## src/tpsg_pkg.sv

```systemverilog
`default_nettype none

package tpsg_pkg;

    // Fixed field widths
    localparam int DATA_W    = 8;
    localparam int PROD_W    = 2 * DATA_W;
    localparam int CFG_IDX_W = 1;

    // Register indexes
    localparam logic [CFG_IDX_W-1:0] REG_PHASE_GAIN = 1'd0;
    localparam logic [CFG_IDX_W-1:0] REG_DC_OFFSET  = 1'd1;

    // Phase spacing between outputs and rounding constant
    localparam logic [DATA_W-1:0] PHASE_SHIFT = 8'h55;
    localparam logic [PROD_W:0]   ROUND_HALF  = 17'h00040;
    localparam int                OUT_LIMIT   = 127;

    // Phase select for the shared multiplier
    localparam logic [1:0] PH_U = 2'd0;
    localparam logic [1:0] PH_V = 2'd1;
    localparam logic [1:0] PH_W = 2'd2;

    // Commands from controller to datapath
    typedef struct packed {
        logic       load_inc;   // multiply gain by frequency, capture amplitude
        logic       upd_acc;    // advance the phase accumulator
        logic [1:0] mul_sel;    // which phase feeds the multiplier
        logic       mul_en;     // register a phase product
        logic       save_u;     // keep the finished U value
        logic       save_v;     // keep the finished V value
        logic       load_out;   // move U, V, W into the output register
    } t_cmd;

    // Status from datapath to controller
    typedef struct packed {
        logic out_free;
    } t_status;

    // Quarter wave of round(127*sin(2*pi*k/256)), k = 0..64
    localparam logic [6:0] QUARTER_SINE [0:64] = '{
        7'd0,   7'd3,   7'd6,   7'd9,   7'd12,  7'd16,  7'd19,  7'd22,
        7'd25,  7'd28,  7'd31,  7'd34,  7'd37,  7'd40,  7'd43,  7'd46,
        7'd49,  7'd51,  7'd54,  7'd57,  7'd60,  7'd63,  7'd65,  7'd68,
        7'd71,  7'd73,  7'd76,  7'd78,  7'd81,  7'd83,  7'd85,  7'd88,
        7'd90,  7'd92,  7'd94,  7'd96,  7'd98,  7'd100, 7'd102, 7'd104,
        7'd106, 7'd107, 7'd109, 7'd111, 7'd112, 7'd113, 7'd115, 7'd116,
        7'd117, 7'd118, 7'd120, 7'd121, 7'd122, 7'd122, 7'd123, 7'd124,
        7'd125, 7'd125, 7'd126, 7'd126, 7'd126, 7'd127, 7'd127, 7'd127,
        7'd127
    };

    // Full-wave sine from the quarter table, mirrored by quadrant
    function automatic logic signed [DATA_W-1:0] sine_at(input logic [DATA_W-1:0] idx);
        logic [6:0] r;
        logic [6:0] mag;
        r = {1'b0, idx[5:0]};
        if (idx[6]) begin
            mag = QUARTER_SINE[7'd64 - r];
        end else begin
            mag = QUARTER_SINE[r];
        end
        if (idx[7]) begin
            sine_at = -$signed({1'b0, mag});
        end else begin
            sine_at = $signed({1'b0, mag});
        end
    endfunction

endpackage

`default_nettype wire

```

## src/tpsg_if.sv

```systemverilog
`default_nettype none

// Input request channel: amplitude and frequency for one tick
interface tpsg_in_if;
    logic              valid;
    logic              ready;
    logic signed [7:0] amplitude;
    logic signed [7:0] frequency;

    modport source (output valid, amplitude, frequency, input ready);
    modport sink   (input valid, amplitude, frequency, output ready);
endinterface

// Output request channel: the three phase values
interface tpsg_out_if;
    logic              valid;
    logic              ready;
    logic signed [7:0] phase_u;
    logic signed [7:0] phase_v;
    logic signed [7:0] phase_w;

    modport source (output valid, phase_u, phase_v, phase_w, input ready);
    modport sink   (input valid, phase_u, phase_v, phase_w, output ready);
endinterface

`default_nettype wire

```

## src/tpsg_ctrl.sv

```systemverilog
`default_nettype none

module tpsg_ctrl (
    input  wire logic              i_clk,
    input  wire logic              i_rst_n,
    input  wire logic              i_in_valid,
    output logic                   o_in_ready,
    input  wire tpsg_pkg::t_status i_status,
    output tpsg_pkg::t_cmd         o_cmd
);
    import tpsg_pkg::*;

    localparam logic [2:0] S_IDLE = 3'd0;
    localparam logic [2:0] S_ACC  = 3'd1;
    localparam logic [2:0] S_U    = 3'd2;
    localparam logic [2:0] S_V    = 3'd3;
    localparam logic [2:0] S_W    = 3'd4;
    localparam logic [2:0] S_OUT  = 3'd5;

    logic [2:0] r_state;
    logic [2:0] n_state;
    logic       w_accept;

    assign o_in_ready = (r_state == S_IDLE);
    assign w_accept   = i_in_valid && o_in_ready;

    // Sequence one request through the shared multiplier
    always_comb begin
        n_state = r_state;
        o_cmd   = '0;
        case (r_state)
            S_IDLE: begin
                o_cmd.load_inc = w_accept;
                if (w_accept) begin
                    n_state = S_ACC;
                end
            end
            S_ACC: begin
                o_cmd.upd_acc = 1'b1;
                n_state       = S_U;
            end
            S_U: begin
                o_cmd.mul_en  = 1'b1;
                o_cmd.mul_sel = PH_U;
                n_state       = S_V;
            end
            S_V: begin
                o_cmd.mul_en  = 1'b1;
                o_cmd.mul_sel = PH_V;
                o_cmd.save_u  = 1'b1;
                n_state       = S_W;
            end
            S_W: begin
                o_cmd.mul_en  = 1'b1;
                o_cmd.mul_sel = PH_W;
                o_cmd.save_v  = 1'b1;
                n_state       = S_OUT;
            end
            S_OUT: begin
                // hold the last product until the output register frees up
                o_cmd.load_out = i_status.out_free;
                if (i_status.out_free) begin
                    n_state = S_IDLE;
                end
            end
            default: begin
                n_state = S_IDLE;
            end
        endcase
    end

    always_ff @(posedge i_clk) begin
        if (!i_rst_n) begin
            r_state <= S_IDLE;
        end else begin
            r_state <= n_state;
        end
    end

    // An accepted request always starts the accumulator update next
    a_accept_to_acc: assert property (@(posedge i_clk) disable iff (!i_rst_n)
        w_accept |=> (r_state == S_ACC))
        else $error("accepted request did not advance to accumulator update");

    // Output is only loaded when the output register can take it
    a_load_when_free: assert property (@(posedge i_clk) disable iff (!i_rst_n)
        o_cmd.load_out |-> i_status.out_free)
        else $error("output loaded while output register busy");

    // A finished request returns to idle once the output is loaded
    a_out_to_idle: assert property (@(posedge i_clk) disable iff (!i_rst_n)
        o_cmd.load_out |=> (r_state == S_IDLE))
        else $error("controller did not return to idle after output load");

    // Only one datapath step is commanded at a time
    a_one_step: assert property (@(posedge i_clk) disable iff (!i_rst_n)
        $onehot0({o_cmd.load_inc, o_cmd.upd_acc, o_cmd.mul_en, o_cmd.load_out}))
        else $error("conflicting datapath commands");

endmodule

`default_nettype wire

```

## src/tpsg_dp.sv

```systemverilog
`default_nettype none

module tpsg_dp (
    input  wire logic                               i_clk,
    input  wire logic                               i_rst_n,
    input  wire logic                               i_cfg_we,
    input  wire logic [tpsg_pkg::CFG_IDX_W-1:0]     i_cfg_idx,
    input  wire logic [tpsg_pkg::DATA_W-1:0]        i_cfg_data,
    input  wire logic signed [tpsg_pkg::DATA_W-1:0] i_amplitude,
    input  wire logic signed [tpsg_pkg::DATA_W-1:0] i_frequency,
    input  wire tpsg_pkg::t_cmd                     i_cmd,
    output tpsg_pkg::t_status                       o_status,
    output logic                                    o_out_valid,
    input  wire logic                               i_out_ready,
    output logic signed [tpsg_pkg::DATA_W-1:0]      o_phase_u,
    output logic signed [tpsg_pkg::DATA_W-1:0]      o_phase_v,
    output logic signed [tpsg_pkg::DATA_W-1:0]      o_phase_w
);
    import tpsg_pkg::*;

    // Configuration and state
    logic signed [DATA_W-1:0] r_gain;
    logic signed [DATA_W-1:0] r_offset;
    logic        [DATA_W-1:0] r_acc;
    logic signed [DATA_W-1:0] r_amp;
    logic signed [PROD_W-1:0] r_prod;
    logic signed [DATA_W-1:0] r_u;
    logic signed [DATA_W-1:0] r_v;
    logic                     r_out_valid;

    logic        [DATA_W-1:0] w_idx;
    logic signed [DATA_W-1:0] w_sine;
    logic signed [DATA_W-1:0] w_mul_a;
    logic signed [DATA_W-1:0] w_mul_b;
    logic signed [PROD_W-1:0] w_prod;
    logic signed [PROD_W:0]   w_round;
    logic signed [PROD_W:0]   w_shift;
    logic signed [9:0]        w_scaled;
    logic signed [10:0]       w_sum;
    logic signed [DATA_W-1:0] w_clamped;

    // Pick the table angle for the current phase
    always_comb begin
        case (i_cmd.mul_sel)
            PH_U:    w_idx = r_acc;
            PH_V:    w_idx = r_acc - PHASE_SHIFT;
            default: w_idx = r_acc + PHASE_SHIFT;
        endcase
    end

    assign w_sine  = sine_at(w_idx);

    // Shared multiplier: gain*frequency, then amplitude*sine per phase
    assign w_mul_a = i_cmd.load_inc ? r_gain : r_amp;
    assign w_mul_b = i_cmd.load_inc ? i_frequency : w_sine;
    assign w_prod  = w_mul_a * w_mul_b;

    // Round the registered product with a floor shift
    assign w_round  = {r_prod[PROD_W-1], r_prod} + ROUND_HALF;
    assign w_shift  = w_round >>> 7;
    assign w_scaled = w_shift[9:0];

    // Add offset and clamp symmetrically
    assign w_sum = {w_scaled[9], w_scaled} + {{3{r_offset[DATA_W-1]}}, r_offset};
    always_comb begin
        if (w_sum > 11'sd127) begin
            w_clamped = 8'sd127;
        end else if (w_sum < -11'sd127) begin
            w_clamped = -8'sd127;
        end else begin
            w_clamped = w_sum[DATA_W-1:0];
        end
    end

    assign o_status.out_free = !r_out_valid || i_out_ready;

    // Configuration writes
    always_ff @(posedge i_clk) begin
        if (!i_rst_n) begin
            r_gain   <= '0;
            r_offset <= '0;
        end else if (i_cfg_we) begin
            case (i_cfg_idx)
                REG_PHASE_GAIN: r_gain   <= i_cfg_data;
                REG_DC_OFFSET:  r_offset <= i_cfg_data;
                default: ;
            endcase
        end
    end

    // Phase accumulator, wraps modulo 256
    always_ff @(posedge i_clk) begin
        if (!i_rst_n) begin
            r_acc <= '0;
        end else if (i_cmd.upd_acc) begin
            r_acc <= r_acc + w_scaled[DATA_W-1:0];
        end
    end

    // Payload registers
    always_ff @(posedge i_clk) begin
        if (i_cmd.load_inc) begin
            r_amp <= i_amplitude;
        end
        if (i_cmd.load_inc || i_cmd.mul_en) begin
            r_prod <= w_prod;
        end
        if (i_cmd.save_u) begin
            r_u <= w_clamped;
        end
        if (i_cmd.save_v) begin
            r_v <= w_clamped;
        end
        if (i_cmd.load_out) begin
            o_phase_u <= r_u;
            o_phase_v <= r_v;
            o_phase_w <= w_clamped;
        end
    end

    // Output valid: set on load, drop when taken
    always_ff @(posedge i_clk) begin
        if (!i_rst_n) begin
            r_out_valid <= 1'b0;
        end else if (i_cmd.load_out) begin
            r_out_valid <= 1'b1;
        end else if (i_out_ready) begin
            r_out_valid <= 1'b0;
        end
    end

    assign o_out_valid = r_out_valid;

endmodule

`default_nettype wire

```

## src/three_phase_sine_generator_q7.sv

```systemverilog
`default_nettype none

// Channel    Dir  Handshake          Payload
// i_in       in   valid / ready      amplitude, frequency (signed Q7)
// o_out      out  valid / ready      phase_u, phase_v, phase_w (signed Q7)
// i_cfg_*    in   write enable only  index 0 phase_gain, 1 dc_offset
//
// One request goes from acceptance to a valid output through the increment
// product, the accumulator add, the three phase products and the load of the
// output register, all through one 8x8 multiplier.
// A new request is taken only once the previous one has left the datapath.
// The output register lets a result wait while the next request is accepted;
// the controller holds before the output load while that register is full.
// Reset is synchronous, active low; it clears the phase and both registers.

module three_phase_sine_generator_q7 (
    input  wire logic                           i_clk,
    input  wire logic                           i_rst_n,
    tpsg_in_if.sink                             i_in,
    tpsg_out_if.source                          o_out,
    input  wire logic                           i_cfg_we,
    input  wire logic [tpsg_pkg::CFG_IDX_W-1:0] i_cfg_idx,
    input  wire logic [tpsg_pkg::DATA_W-1:0]    i_cfg_data
);
    import tpsg_pkg::*;

    t_cmd    w_cmd;
    t_status w_status;

    tpsg_ctrl u_ctrl (
        .i_clk      (i_clk),
        .i_rst_n    (i_rst_n),
        .i_in_valid (i_in.valid),
        .o_in_ready (i_in.ready),
        .i_status   (w_status),
        .o_cmd      (w_cmd)
    );

    tpsg_dp u_dp (
        .i_clk       (i_clk),
        .i_rst_n     (i_rst_n),
        .i_cfg_we    (i_cfg_we),
        .i_cfg_idx   (i_cfg_idx),
        .i_cfg_data  (i_cfg_data),
        .i_amplitude (i_in.amplitude),
        .i_frequency (i_in.frequency),
        .i_cmd       (w_cmd),
        .o_status    (w_status),
        .o_out_valid (o_out.valid),
        .i_out_ready (o_out.ready),
        .o_phase_u   (o_out.phase_u),
        .o_phase_v   (o_out.phase_v),
        .o_phase_w   (o_out.phase_w)
    );

endmodule

`default_nettype wire

```

## src/flat_wrapper.sv

```systemverilog
// flat-port wrapper written by rule: the top's interface ports become plain ports
module three_phase_sine_generator_q7_flat import tpsg_pkg::*;
  (i_clk, i_rst_n, i_cfg_we, i_cfg_idx, i_cfg_data, i_in_valid, i_in_amplitude, i_in_frequency, i_in_ready, o_out_valid, o_out_phase_u, o_out_phase_v, o_out_phase_w, o_out_ready);
  tpsg_in_if i_in_i ();
  tpsg_out_if o_out_i ();
  input  wire logic i_clk;
  input  wire logic i_rst_n;
  input  wire logic i_cfg_we;
  input  wire logic [tpsg_pkg::CFG_IDX_W-1:0] i_cfg_idx;
  input  wire logic [tpsg_pkg::DATA_W-1:0] i_cfg_data;
  input wire logic [$bits(i_in_i.valid)-1:0] i_in_valid;
  input wire logic [$bits(i_in_i.amplitude)-1:0] i_in_amplitude;
  input wire logic [$bits(i_in_i.frequency)-1:0] i_in_frequency;
  output wire logic [$bits(i_in_i.ready)-1:0] i_in_ready;
  output wire logic [$bits(o_out_i.valid)-1:0] o_out_valid;
  output wire logic [$bits(o_out_i.phase_u)-1:0] o_out_phase_u;
  output wire logic [$bits(o_out_i.phase_v)-1:0] o_out_phase_v;
  output wire logic [$bits(o_out_i.phase_w)-1:0] o_out_phase_w;
  input wire logic [$bits(o_out_i.ready)-1:0] o_out_ready;
  assign i_in_i.valid = i_in_valid;
  assign i_in_i.amplitude = i_in_amplitude;
  assign i_in_i.frequency = i_in_frequency;
  assign i_in_ready = i_in_i.ready;
  assign o_out_valid = o_out_i.valid;
  assign o_out_phase_u = o_out_i.phase_u;
  assign o_out_phase_v = o_out_i.phase_v;
  assign o_out_phase_w = o_out_i.phase_w;
  assign o_out_i.ready = o_out_ready;
  three_phase_sine_generator_q7 u_core (.i_clk(i_clk), .i_rst_n(i_rst_n), .i_in(i_in_i), .o_out(o_out_i), .i_cfg_we(i_cfg_we), .i_cfg_idx(i_cfg_idx), .i_cfg_data(i_cfg_data));
endmodule
```

## config.mk

```make
export PLATFORM = sky130hd
export DESIGN_NAME = three_phase_sine_generator_q7_flat
export DESIGN_NICKNAME = d
export VERILOG_FILES = /design/src/tpsg_pkg.sv /design/src/tpsg_if.sv /design/src/tpsg_ctrl.sv /design/src/tpsg_dp.sv /design/src/three_phase_sine_generator_q7.sv /design/src/flat_wrapper.sv
export SDC_FILE = /design/constraint.sdc
export NUM_CORES = 1
export LEC_CHECK = 0
export ABC_AREA = 1
export BUFFER_PORTS_ARGS = -buffer_cell sky130_fd_sc_hd__buf_4
export CAP_MARGIN = 10
export CORE_MARGIN = 2
export CORE_UTILIZATION = 50
export CTS_CLUSTER_SIZE = 30
export DETAILED_ROUTE_END_ITERATION = 8
export PLACE_DENSITY = 0.65
export SLEW_MARGIN = 10
export SYNTH_ARGS = -nofsm -noshare
export SYNTH_HDL_FRONTEND = slang
export SYNTH_SLANG_ARGS = --single-unit
```

## constraint.sdc

```tcl
create_clock -name i_clk -period 15.9 [get_ports i_clk]
set_clock_uncertainty 0.2 [all_clocks]
set_input_delay 0.795 -clock i_clk [delete_from_list [all_inputs] [get_ports i_clk]]
set_output_delay 0.795 -clock i_clk [all_outputs]
set_load 0.005 [all_outputs]
```

==> summary.txt, run 1 <==
Run status
  – Outcome: complete, no violations

Route
  – Iteration-0 DRC Markers: 520
  – Final WL: 19000 um
  – Antenna viol nets, final: 0
  – First-pass DRT Iterations: 5
  – DR vias/cell: 5.19
  – Via count: 6891
  – Wire length per cell: 14.3 um
  – Remaining DRCs: 0

Clock network
  – Clock buffer depth: 2
  – Num CTS Buffers: 9
  – Root Driver: clkbuf_16
  – Total of cells resized after clock tree synthesis: 0
  – CTS H-tree lvls: 3
  – CTS Sinks: 86
  – Clk_lat worst skew: 0.35 ns
  – Setup bufs post-CTS: 0
  – CTS clk-pin slew, worst paths: 0.06 ns
  – CTS Hold Bufs: 0
  – CTS tree: yes

Worst setup path
  – Largest fanout on the critical path: 14
  – CP required: 15.80 ns
  – Most frequent CP cell: inv_1
  – CP arrival: 8.93 ns
  – Crit. Startpoint: u_core.u_ctrl.r_state[1]
  – Setup crit start kind: register
  – Worst Setup End Kind: register
  – CP max stage cell: fa_1
  – Max stage delay on crit path: 0.54 ns
  – Setup CP Type: register to register
  – Reg2reg start: u_core.u_ctrl.r_state[1]

Synthesis
  – Area leader, netlist: edfxtp_1
  – Post-synthesis sequential area ratio: 0.278
  – Synthesis Warnings: 0
  – Most used standard cell by instance count after synthesis: inv_1
  – #FFs+latches synth: 86
  – Share of the synthesized area in the top cell type: 0.210
  – Post-synthesis cell count: 1058
  – Average size of a mapped cell: 7.83 um2
  – Post-synth top cells: inv_1, nand2_1, nor2_1, nand3_1, o21ai_0
  – Synth area leaders: edfxtp_1, fa_1, ha_1, inv_1, nand2_1
  – Top_reg_cell synth: edfxtp_1
  – Post-Syn Nets: 1203
  – Mapped Area: 8290 um2
  – EDFF count, synth: 58
  – Synth cell types: 42
  – Post-synth ARST share: 0

Layout
  – Antenna cells: 0
  – Area delta synth->final: 10.3%
  – Nets: 1248
  – Layout cells sized above 1: 0.124
  – Design Area, Final: 9140 um2
  – Non-filler cells, final: 1328

GRT
  – Gr ovfl total: 0
  – Tot GR Track Use: 0.220
  – Vias in the first global route: 6471
  – Initial antenna violation count: 0
  – First-pass GRT wire length: 31200 um
  – Largest net degree at the start of global routing: 32

Placed design
  – Post-DP Area: 8860 um2
  – Port-buffer cells: 55
  – Post-place setup slack: 6.97 ns
  – Detail Placement HPWL: 15200 um
  – Cell count after placement: 1312
  – Placer Congestion: 0.961

STA
  – Final critical-path share of the clock period: 0.568
  – Period minus WS final: 9.02 ns
  – Rel. slew slack: 0.235
  – # setup viols final: 0
  – Max Freq: 111 MHz
  – Fin. max-slew vios: 0
  – Final Hold Fails: 0
  – Setup tns final: 0 ns
  – RSZ-0062 raised after global routing: no
  – Setup ws final: 6.88 ns
  – Worst-Margin Slew: 1.15 ns

Floorplanning
  – FP Rows: 47
  – Initial Utilization: 0.505
  – CORE AREA: 16400 um2
  – Die width: 133 um
  – Die Y: 133 um
  – DIE AREA: 17600 um2
  – IO Count: 56

Hold path
  – Hold path start: u_core.u_dp.r_u[5]
  – Worst min path class: register to register

Flow run
  – Max Cap Viol: 0
-- worst paths after layout --
kind                                                 end  slack [ns]  cells past startpoint
worst max register to register    u_core.u_dp.r_prod[14]        6.88                     44
worst min register to register  u_core.u_dp.o_phase_u[5]        0.22                      0
worst min-delay path            u_core.u_dp.o_phase_u[5]        0.22                      0
worst max-delay path              u_core.u_dp.r_prod[14]        6.88                     44
-- worst max-delay path: cells and delay by family (launching register included) --
kind / cells / cell delay (ns)
adder cells (fa/ha/maj): 9 / 3.53
AND/OR/NAND/NOR: 17 / 1.82
AO/OA/AOI/OAI: 9 / 1.60
buffers and inverters: 8 / 0.91
flip-flops: 1 / 0.51
XOR/XNOR: 1 / 0.20
-- metrics by stage --
step            util  hold WS [ns]
4_1_cts        0.557         0.219
3_3_place_gp   0.540         0.201
3_5_place_dp   0.540         0.205
5_1_grt        0.557         0.230
6_report       0.557         0.217
2_1_floorplan      -         0.200
-- cell usage in the layout (no fill, tap or decap), drive strengths merged --
cell / count
ha: 59
nand3: 107
edfxtp: 58
a31oi: 1
a2111oi: 1
fa: 56
a21oi: 52
o221ai: 1
nor3: 6
inv: 192
dfxtp: 28
clkinv: 4
clkbuf: 9
clkinvlp: 2
a22oi: 1
nor3b: 1
nand4: 10
nand3b: 2
o21bai: 4
nand2: 207
nor2: 115
xnor2: 11
or2: 13
xor2: 25
buf: 56
o21ai: 75
o221a: 1
o31ai: 1
o211ai: 10
-- sequential cells by signal, indices dropped and copies added (netlist names) --
name / cells
u_core.u_dp.r_prod: 10
u_core.u_dp.o_phase_u: 8
u_core.u_dp.o_phase_v: 8
u_core.u_dp.o_phase_w: 8
u_core.u_dp.r_acc: 8
u_core.u_dp.r_amp: 8
u_core.u_dp.r_gain: 8
u_core.u_dp.r_offset: 8
u_core.u_dp.r_u: 8
u_core.u_dp.r_v: 8
u_core.u_ctrl.r_state: 3
u_core.u_dp.o_out_valid: 1
-- cells by family (layout without fill, tap and decap cells) --
kind of cell,after synthesis,count (layout),synth area share
and+or+nand+nor,461,461,0.261
buffers and inverters,213,263,0.102
AOI/OAI and AO/OA,147,147,0.0968
adders and majority gates,115,115,0.224
DFF,86,86,0.278
xor gates and xnor gates,36,36,0.0380
-- cell type report --
type / count / area, um2
fillers: 1536 / 7260
clock buffers: 9 / 225
multi-input cells: 759 / 5150
inverters: 191 / 717
well taps: 220 / 275
flip-flops and latches: 86 / 2300
clock inverters: 7 / 57.6
repair buffers: 56 / 420
-- layer usage --
| metal | track usage | up-vias | routed length (um) |
|---|---|---|---|
| met5 | 0 | - | 0 |
| met4 | 0.0783 | 0 | 515 |
| met3 | 0.0276 | 34 | 741 |
| met2 | 0.372 | 177 | 9060 |
| met1 | 0.293 | 3180 | 8670 |
| li1 | - | 3500 | - |
Power of run 1 is left out: the tool's default activity adds up to more than one toggle a clock period on the data nets, which glitch-free logic cannot reach.
==> inputs of run 2 (changes only) <==
==> constraint.sdc (replaced) <==
create_clock -name i_clk -period 8.7 [get_ports i_clk]
set_clock_uncertainty 0.2 [all_clocks]
set_input_delay 0.435 -clock i_clk [delete_from_list [all_inputs] [get_ports i_clk]]
set_output_delay 0.435 -clock i_clk [all_outputs]
set_load 0.005 [all_outputs]
==> run 2 against run 1 <==
First-iteration DRC count rose by 9.0%. Sequential share of layout area fell by 0.36 points. Via count fell by 0.36%. Die area did not move. Non-clock buffer count rose by 10. Setup slack got worse by 6.2 ns. Largest cell class unchanged. Highest routed layer unchanged.
==> summary.txt, run 2 (synthesis gave the netlist of run 1 again) <==
Run status
  – Outcome: complete, no violations (unchanged)

STA
  – Fin. max-slew vios: 0 (unchanged)
  – Rel. slew slack: 0.401 (was 0.235)
  – Setup tns final: 0 ns (unchanged)
  – Final Hold Fails: 0 (unchanged)
  – Final critical-path share of the clock period: 0.919 (was 0.568)
  – Period minus WS final: 8.00 ns (was 9.02 ns)
  – Setup ws final: 0.704 ns (was 6.88 ns)
  – Worst-Margin Slew: 0.897 ns (was 1.15 ns)
  – # setup viols final: 0 (unchanged)
  – Max Freq: 125 MHz (was 111 MHz)
  – RSZ-0062 raised after global routing: no (unchanged)

Layout
  – Area delta synth->final: 12.1% (was 10.3%)
  – FILL cells: 1518 (was 1536)
  – Largest Register: u_core.u_dp.r_prod (unchanged)
  – Max reg flops: 10 (unchanged)
  – Sequential Area: 2310 um2 (was 2300 um2)
  – Final core occ: 0.566 (was 0.557)
  – Layout cells sized above 1: 0.145 (was 0.124)
  – Nets: 1259 (was 1248)
  – Area of the multi-input gates: 5190 um2 (was 5150 um2)
  – Antenna cells: 0 (unchanged)
  – Most common cell after layout, fill and taps aside: inv_1 (unchanged)
  – Commonest non-fill, non-tap cells in the layout: inv_1, nand2_1, nor2_1, nand3_1, o21ai_0 (unchanged)

Floorplanning
  – IO Count: 56 (unchanged)
  – DIE AREA: 17600 um2 (unchanged)
  – Initial Utilization: 0.505 (unchanged)
  – CORE AREA: 16400 um2 (unchanged)
  – Die width: 133 um (unchanged)
  – FP Rows: 47 (unchanged)
  – Die Y: 133 um (unchanged)

GRT
  – First-pass GRT wire length: 31200 um (about the same)
  – Tot GR Track Use: 0.221 (was 0.220)
  – Gr ovfl total: 0 (unchanged)
  – Vias in the first global route: 6385 (was 6471)
  – Initial antenna violation count: 0 (unchanged)
  – Largest net degree at the start of global routing: 32 (unchanged)

Clock network
  – CTS tree: yes (unchanged)
  – CTS clk-pin slew, worst paths: 0.07 ns (was 0.06 ns)
  – CTS Sinks: 86 (unchanged)
  – Root Driver: clkbuf_16 (unchanged)
  – CTS H-tree lvls: 3 (unchanged)
  – Clock buffer depth: 2 (unchanged)
  – Num CTS Buffers: 9 (unchanged)
  – Clk_lat worst skew: 0.35 ns (about the same)
  – CTS Hold Bufs: 0 (unchanged)

Route
  – Remaining DRCs: 0 (unchanged)
  – Final WL: 19000 um (about the same)
  – Wire length per cell: 14.2 um (was 14.3 um)
  – Met3 wire len: 937 um (was 741 um)
  – Antenna viol nets, final: 0 (unchanged)
  – Wire length on met2: 9140 um (was 9060 um)
  – Via count: 6866 (was 6891)
  – First-pass DRT Iterations: 5 (unchanged)
  – M1 wire length: 8350 um (was 8670 um)
  – Iteration-0 DRC Markers: 567 (was 520)
  – Highest Signal Layer: met4 (unchanged)
  – DR vias/cell: 5.13 (was 5.19)

Worst setup path
  – Most frequent CP cell: nand2_1 (was inv_1)
  – Setup CP Type: register to register (unchanged)
  – Max stage delay on crit path: 0.54 ns (about the same)
  – Setup crit start kind: register (unchanged)
  – CP max stage cell: fa_1 (unchanged)
  – CP bufs+invs: 10 (was 8)
  – Largest fanout on the critical path: 7 (was 14)
  – CP arrival: 7.91 ns (was 8.93 ns)
  – Worst Setup End Kind: register (unchanged)
  – CP required: 8.61 ns (was 15.80 ns)
  – Largest delay share family, worst path: adder cells (unchanged)

Placed design
  – Detail Placement HPWL: 14900 um (was 15200 um)
  – Port-buffer cells: 55 (unchanged)
  – Post-place setup slack: 0.107 ns (was 6.97 ns)
  – Placer Congestion: 0.944 (was 0.961)

Hold path
  – Worst min path class: input pin to register (was register to register)

Flow run
  – Max Cap Viol: 0 (unchanged)
## run 2: cell count changes in the layout (fill, tap and decap cells not counted), sizes merged
cell | previous run | this run
clkinv | 4 | 3
buf | 56 | 66
inv | 192 | 193
clkinvlp | 2 | 3
## run 2: layer usage
layer / global-route usage / up-vias
met3: 0.0349 / 24
met1: 0.293 / 3117
li1: - / 3524
met5: 0 / -
met2: 0.370 / 201
met4: 0.0765 / 0
## run 2: cell type report
class | instances | area share
inverters | 191 | 0.0776
flip-flops and latches | 86 | 0.248
repair inverters | 1 | 0.000808
repair buffers | 66 | 0.0533
well taps | 220 | 0.0296
clock buffers | 9 | 0.0242
multi-input cells | 759 | 0.558
clock inverters | 7 | 0.00781
## run 2: worst paths after layout
| path | cells past startpoint | endpoint | slack (ns) | from |
|---|---|---|---|---|
| setup reg to reg | 48 | u_core.u_dp.r_prod[14] | 0.70 | u_core.u_ctrl.r_state[2] |
| hold reg to reg | 0 | u_core.u_dp.o_phase_v[4] | 0.22 | u_core.u_dp.r_v[4] |
| hold / removal | 1 | u_core.u_dp.r_amp[3] | 0.05 | i_in_amplitude[3] |
| setup / recovery | 48 | u_core.u_dp.r_prod[14] | 0.70 | u_core.u_ctrl.r_state[2] |
## run 2: what timing repair did
item | in CTS | in global routing
setup endpoints to repair | 0 | 6
resized for setup | 0 | 16
buffers inserted | 0 | 5
## run 2: stage by stage
stage / hold slack [ns] / cell area (um2) / std cells
floorplan: 0.200 / 8290 / 1058
finish: 0.0548 / 9290 / 1339
CTS: 0.0371 / 9200 / 1333
global route: 0.0381 / 9290 / 1339
global placement: 0.202 / 8900 / 1317
detailed placement: 0.205 / 8900 / 1317
## run 2: worst reg2reg max path: cells and delay by family (launching register included)
kind                     cells  cell delay (ns)
adder cells (fa/ha/maj)      8             3.46
AND/OR/NAND/NOR             24             1.95
buffers and inverters       10             0.87
AO/OA/AOI/OAI                6             0.86
flip-flops                   1             0.40
Power of run 2 is left out for the same reason.
==> inputs of run 3 (changes only) <==
--- a/config.mk
+++ b/config.mk
@@ -12,7 +12,8 @@
 export CORE_UTILIZATION = 50
 export CTS_CLUSTER_SIZE = 30
 export DETAILED_ROUTE_END_ITERATION = 8
-export PLACE_DENSITY = 0.65
+export PLACE_DENSITY_LB_ADDON = 0.25
+export REMOVE_ABC_BUFFERS = 1
 export SLEW_MARGIN = 10
 export SYNTH_ARGS = -nofsm -noshare
 export SYNTH_HDL_FRONTEND = slang
==> run 3 against run 2 <==
Critical path depth unchanged. Fmax decreased by 1.3%. Register-to-register slack got worse by 0.10 ns. Utilization decreased by 0.15 points. Largest cell class unchanged. Routed wire length decreased by 4.1%. Cell count fell by 0.37%. Non-clock buffer count shrank 4. Worst hold slack better by 0.012 ns. Cell area down 0.27%. Setup slack worse by 0.10 ns. Sequential share of layout area up 0.067 points.
==> summary.txt, run 3 (synthesis gave the netlist of run 1 again) <==
Placed design
  – Cell count after placement: 1318 (was 1317)
  – Placer Congestion: 0.913 (was 0.944)
  – Port-buffer cells: 55 (unchanged)
  – Detail Placement HPWL: 14400 um (was 14900 um)

STA
  – # setup viols final: 0 (unchanged)
  – Setup tns final: 0 ns (unchanged)
  – Fin. max-slew vios: 0 (unchanged)
  – Rel. slew slack: 0.238 (was 0.401)
  – Worst-Margin Slew: 1.14 ns (was 0.897 ns)
  – Worst Hold Slack: 0.0673 ns (was 0.0548 ns)
  – Max Freq: 123 MHz (was 125 MHz)
  – Period minus WS final: 8.10 ns (was 8.00 ns)
  – Final critical-path share of the clock period: 0.931 (was 0.919)
  – Final Hold Fails: 0 (unchanged)

GRT
  – Tot GR Track Use: 0.213 (was 0.221)
  – Gr ovfl total: 0 (unchanged)
  – Vias in the first global route: 6320 (was 6385)
  – First-pass GRT wire length: 30400 um (was 31200 um)
  – Initial antenna violation count: 0 (unchanged)
  – Largest net degree at the start of global routing: 30 (was 32)

Worst setup path
  – Largest fanout on the critical path: 10 (was 7)
  – CP max stage cell: fa_1 (unchanged)
  – Crit. Startpoint: u_core.u_ctrl.r_state[2] (unchanged)
  – R2R setup slack: 0.60 ns (was 0.70 ns)
  – Max stage delay on crit path: 0.54 ns (about the same)
  – R2R depth: 48 (unchanged)
  – CP required: 8.60 ns (was 8.61 ns)
  – Setup crit start kind: register (unchanged)
  – Reg2reg start: u_core.u_ctrl.r_state[2] (unchanged)
  – Setup CP Type: register to register (unchanged)
  – Setup crit end: u_core.u_dp.r_prod[14] (unchanged)
  – FF-to-FF End: u_core.u_dp.r_prod[14] (unchanged)
  – CP arrival: 8.00 ns (was 7.91 ns)
  – Worst Setup End Kind: register (unchanged)
  – Most frequent CP cell: nand2_1 (unchanged)

Clock network
  – Num CTS Buffers: 9 (unchanged)
  – Clock buffer depth: 2 (unchanged)
  – CTS Sinks: 86 (unchanged)
  – Setup bufs post-CTS: 0 (unchanged)
  – CTS clk-pin slew, worst paths: 0.06 ns (was 0.07 ns)
  – CTS Hold Bufs: 0 (unchanged)
  – CTS tree: yes (unchanged)
  – CTS H-tree lvls: 3 (unchanged)
  – Clk_lat worst skew: 0.34 ns (was 0.35 ns)
  – Root Driver: clkbuf_16 (unchanged)

Layout
  – Area of the multi-input gates: 5180 um2 (was 5190 um2)
  – Nets: 1254 (was 1259)
  – Largest Register: u_core.u_dp.r_prod (unchanged)
  – Sequential Area: 2310 um2 (unchanged)
  – Most common cell after layout, fill and taps aside: inv_1 (unchanged)
  – Non-filler cells, final: 1334 (was 1339)
  – Max reg flops: 10 (unchanged)
  – Area delta synth->final: 11.8% (was 12.1%)
  – FILL cells: 1502 (was 1518)
  – Commonest non-fill, non-tap cells in the layout: inv_1, nand2_1, nor2_1, nand3_1, o21ai_0 (unchanged)
  – Antenna cells: 0 (unchanged)
  – Layout cells sized above 1: 0.137 (was 0.145)

Floorplanning
  – FP Rows: 47 (unchanged)
  – CORE AREA: 16400 um2 (unchanged)
  – Initial Utilization: 0.505 (unchanged)
  – IO Count: 56 (unchanged)
  – Die Y: 133 um (unchanged)
  – Die width: 133 um (unchanged)
  – DIE AREA: 17600 um2 (unchanged)

Flow run
  – Max Cap Viol: 0 (unchanged)

Route
  – Final WL: 18200 um (was 19000 um)
  – DR vias/cell: 5.18 (was 5.13)
  – Wire length per cell: 13.6 um (was 14.2 um)
  – Remaining DRCs: 0 (unchanged)
  – First-pass DRT Iterations: 7 (was 5)
  – Via count: 6910 (was 6866)
  – Iteration-0 DRC Markers: 452 (was 567)
  – Antenna viol nets, final: 0 (unchanged)

Run status
  – Outcome: complete, no violations (unchanged)

Hold path
  – Worst min path class: input pin to register (unchanged)
-- run 3: cell types whose count changed in the layout (fill, tap and decap cells not counted), sizes merged --
cell / previous run / this run
inv: 193 / 194
clkinv: 3 / 2
clkinvlp: 3 / 0
buf: 66 / 62
bufinv: 0 / 2
-- run 3: what timing repair did --
item,in CTS,in global routing
hold endpoints to repair,0,0
endpoints found under the setup margin,0,5
gates resized for setup,0,11
-- run 3: worst min path at each step --
stage | cells past startpoint | start | to | slack (ns)
4_1_cts | 1 | i_in_amplitude[0] | u_core.u_dp.r_amp[0] | 0.06
6_report | 1 | i_in_amplitude[3] | u_core.u_dp.r_amp[3] | 0.07
3_5_place_dp | 0 | u_core.u_dp.r_v[0] | u_core.u_dp.o_phase_v[0] | 0.20
3_3_place_gp | 0 | u_core.u_dp.r_v[0] | u_core.u_dp.o_phase_v[0] | 0.20
2_1_floorplan | 0 | u_core.u_dp.r_u[0] | u_core.u_dp.o_phase_u[0] | 0.20
5_1_grt | 1 | i_in_amplitude[7] | u_core.u_dp.r_amp[7] | 0.06
-- run 3: routing by layer --
metal | up-vias | track usage | wire length, um
met2 | 195 | 0.356 | 8950
li1 | 3509 | - | -
met5 | - | 0 | 0
met1 | 3177 | 0.290 | 8030
met4 | 0 | 0.0544 | 343
met3 | 29 | 0.0337 | 866
-- run 3: worst max-delay path, delay by kind of cell (launching register included) --
family,cells,cell delay (ns)
fa+ha+maj,9,3.29
simple gates,19,1.61
compound gates,9,1.39
buf+inv,10,0.83
flops,1,0.36
xor+xnor,1,0.16
-- run 3: layout make-up --
| class | instances | area share |
|---|---|---|
| tap | 220 | 0.0297 |
| sequential | 86 | 0.249 |
| multi-input combinational | 759 | 0.559 |
| timing repair buffer | 62 | 0.0502 |
| clock inverter | 7 | 0.0109 |
| inverter | 191 | 0.0774 |
| clock buffer | 9 | 0.0243 |
-- run 3: per-stage QoR --
stage | util | instance area (um2) | setup slack, ns
after CTS | 0.563 | 9230 | 0.119
after floorplan | - | 8160 | 0.664
after global placement | 0.543 | 8910 | 0.359
final | 0.565 | 9270 | 0.602
after global routing | 0.565 | 9270 | -0.0194
after detailed placement | 0.543 | 8910 | 0.181
Power of run 3 is left out for the same reason.
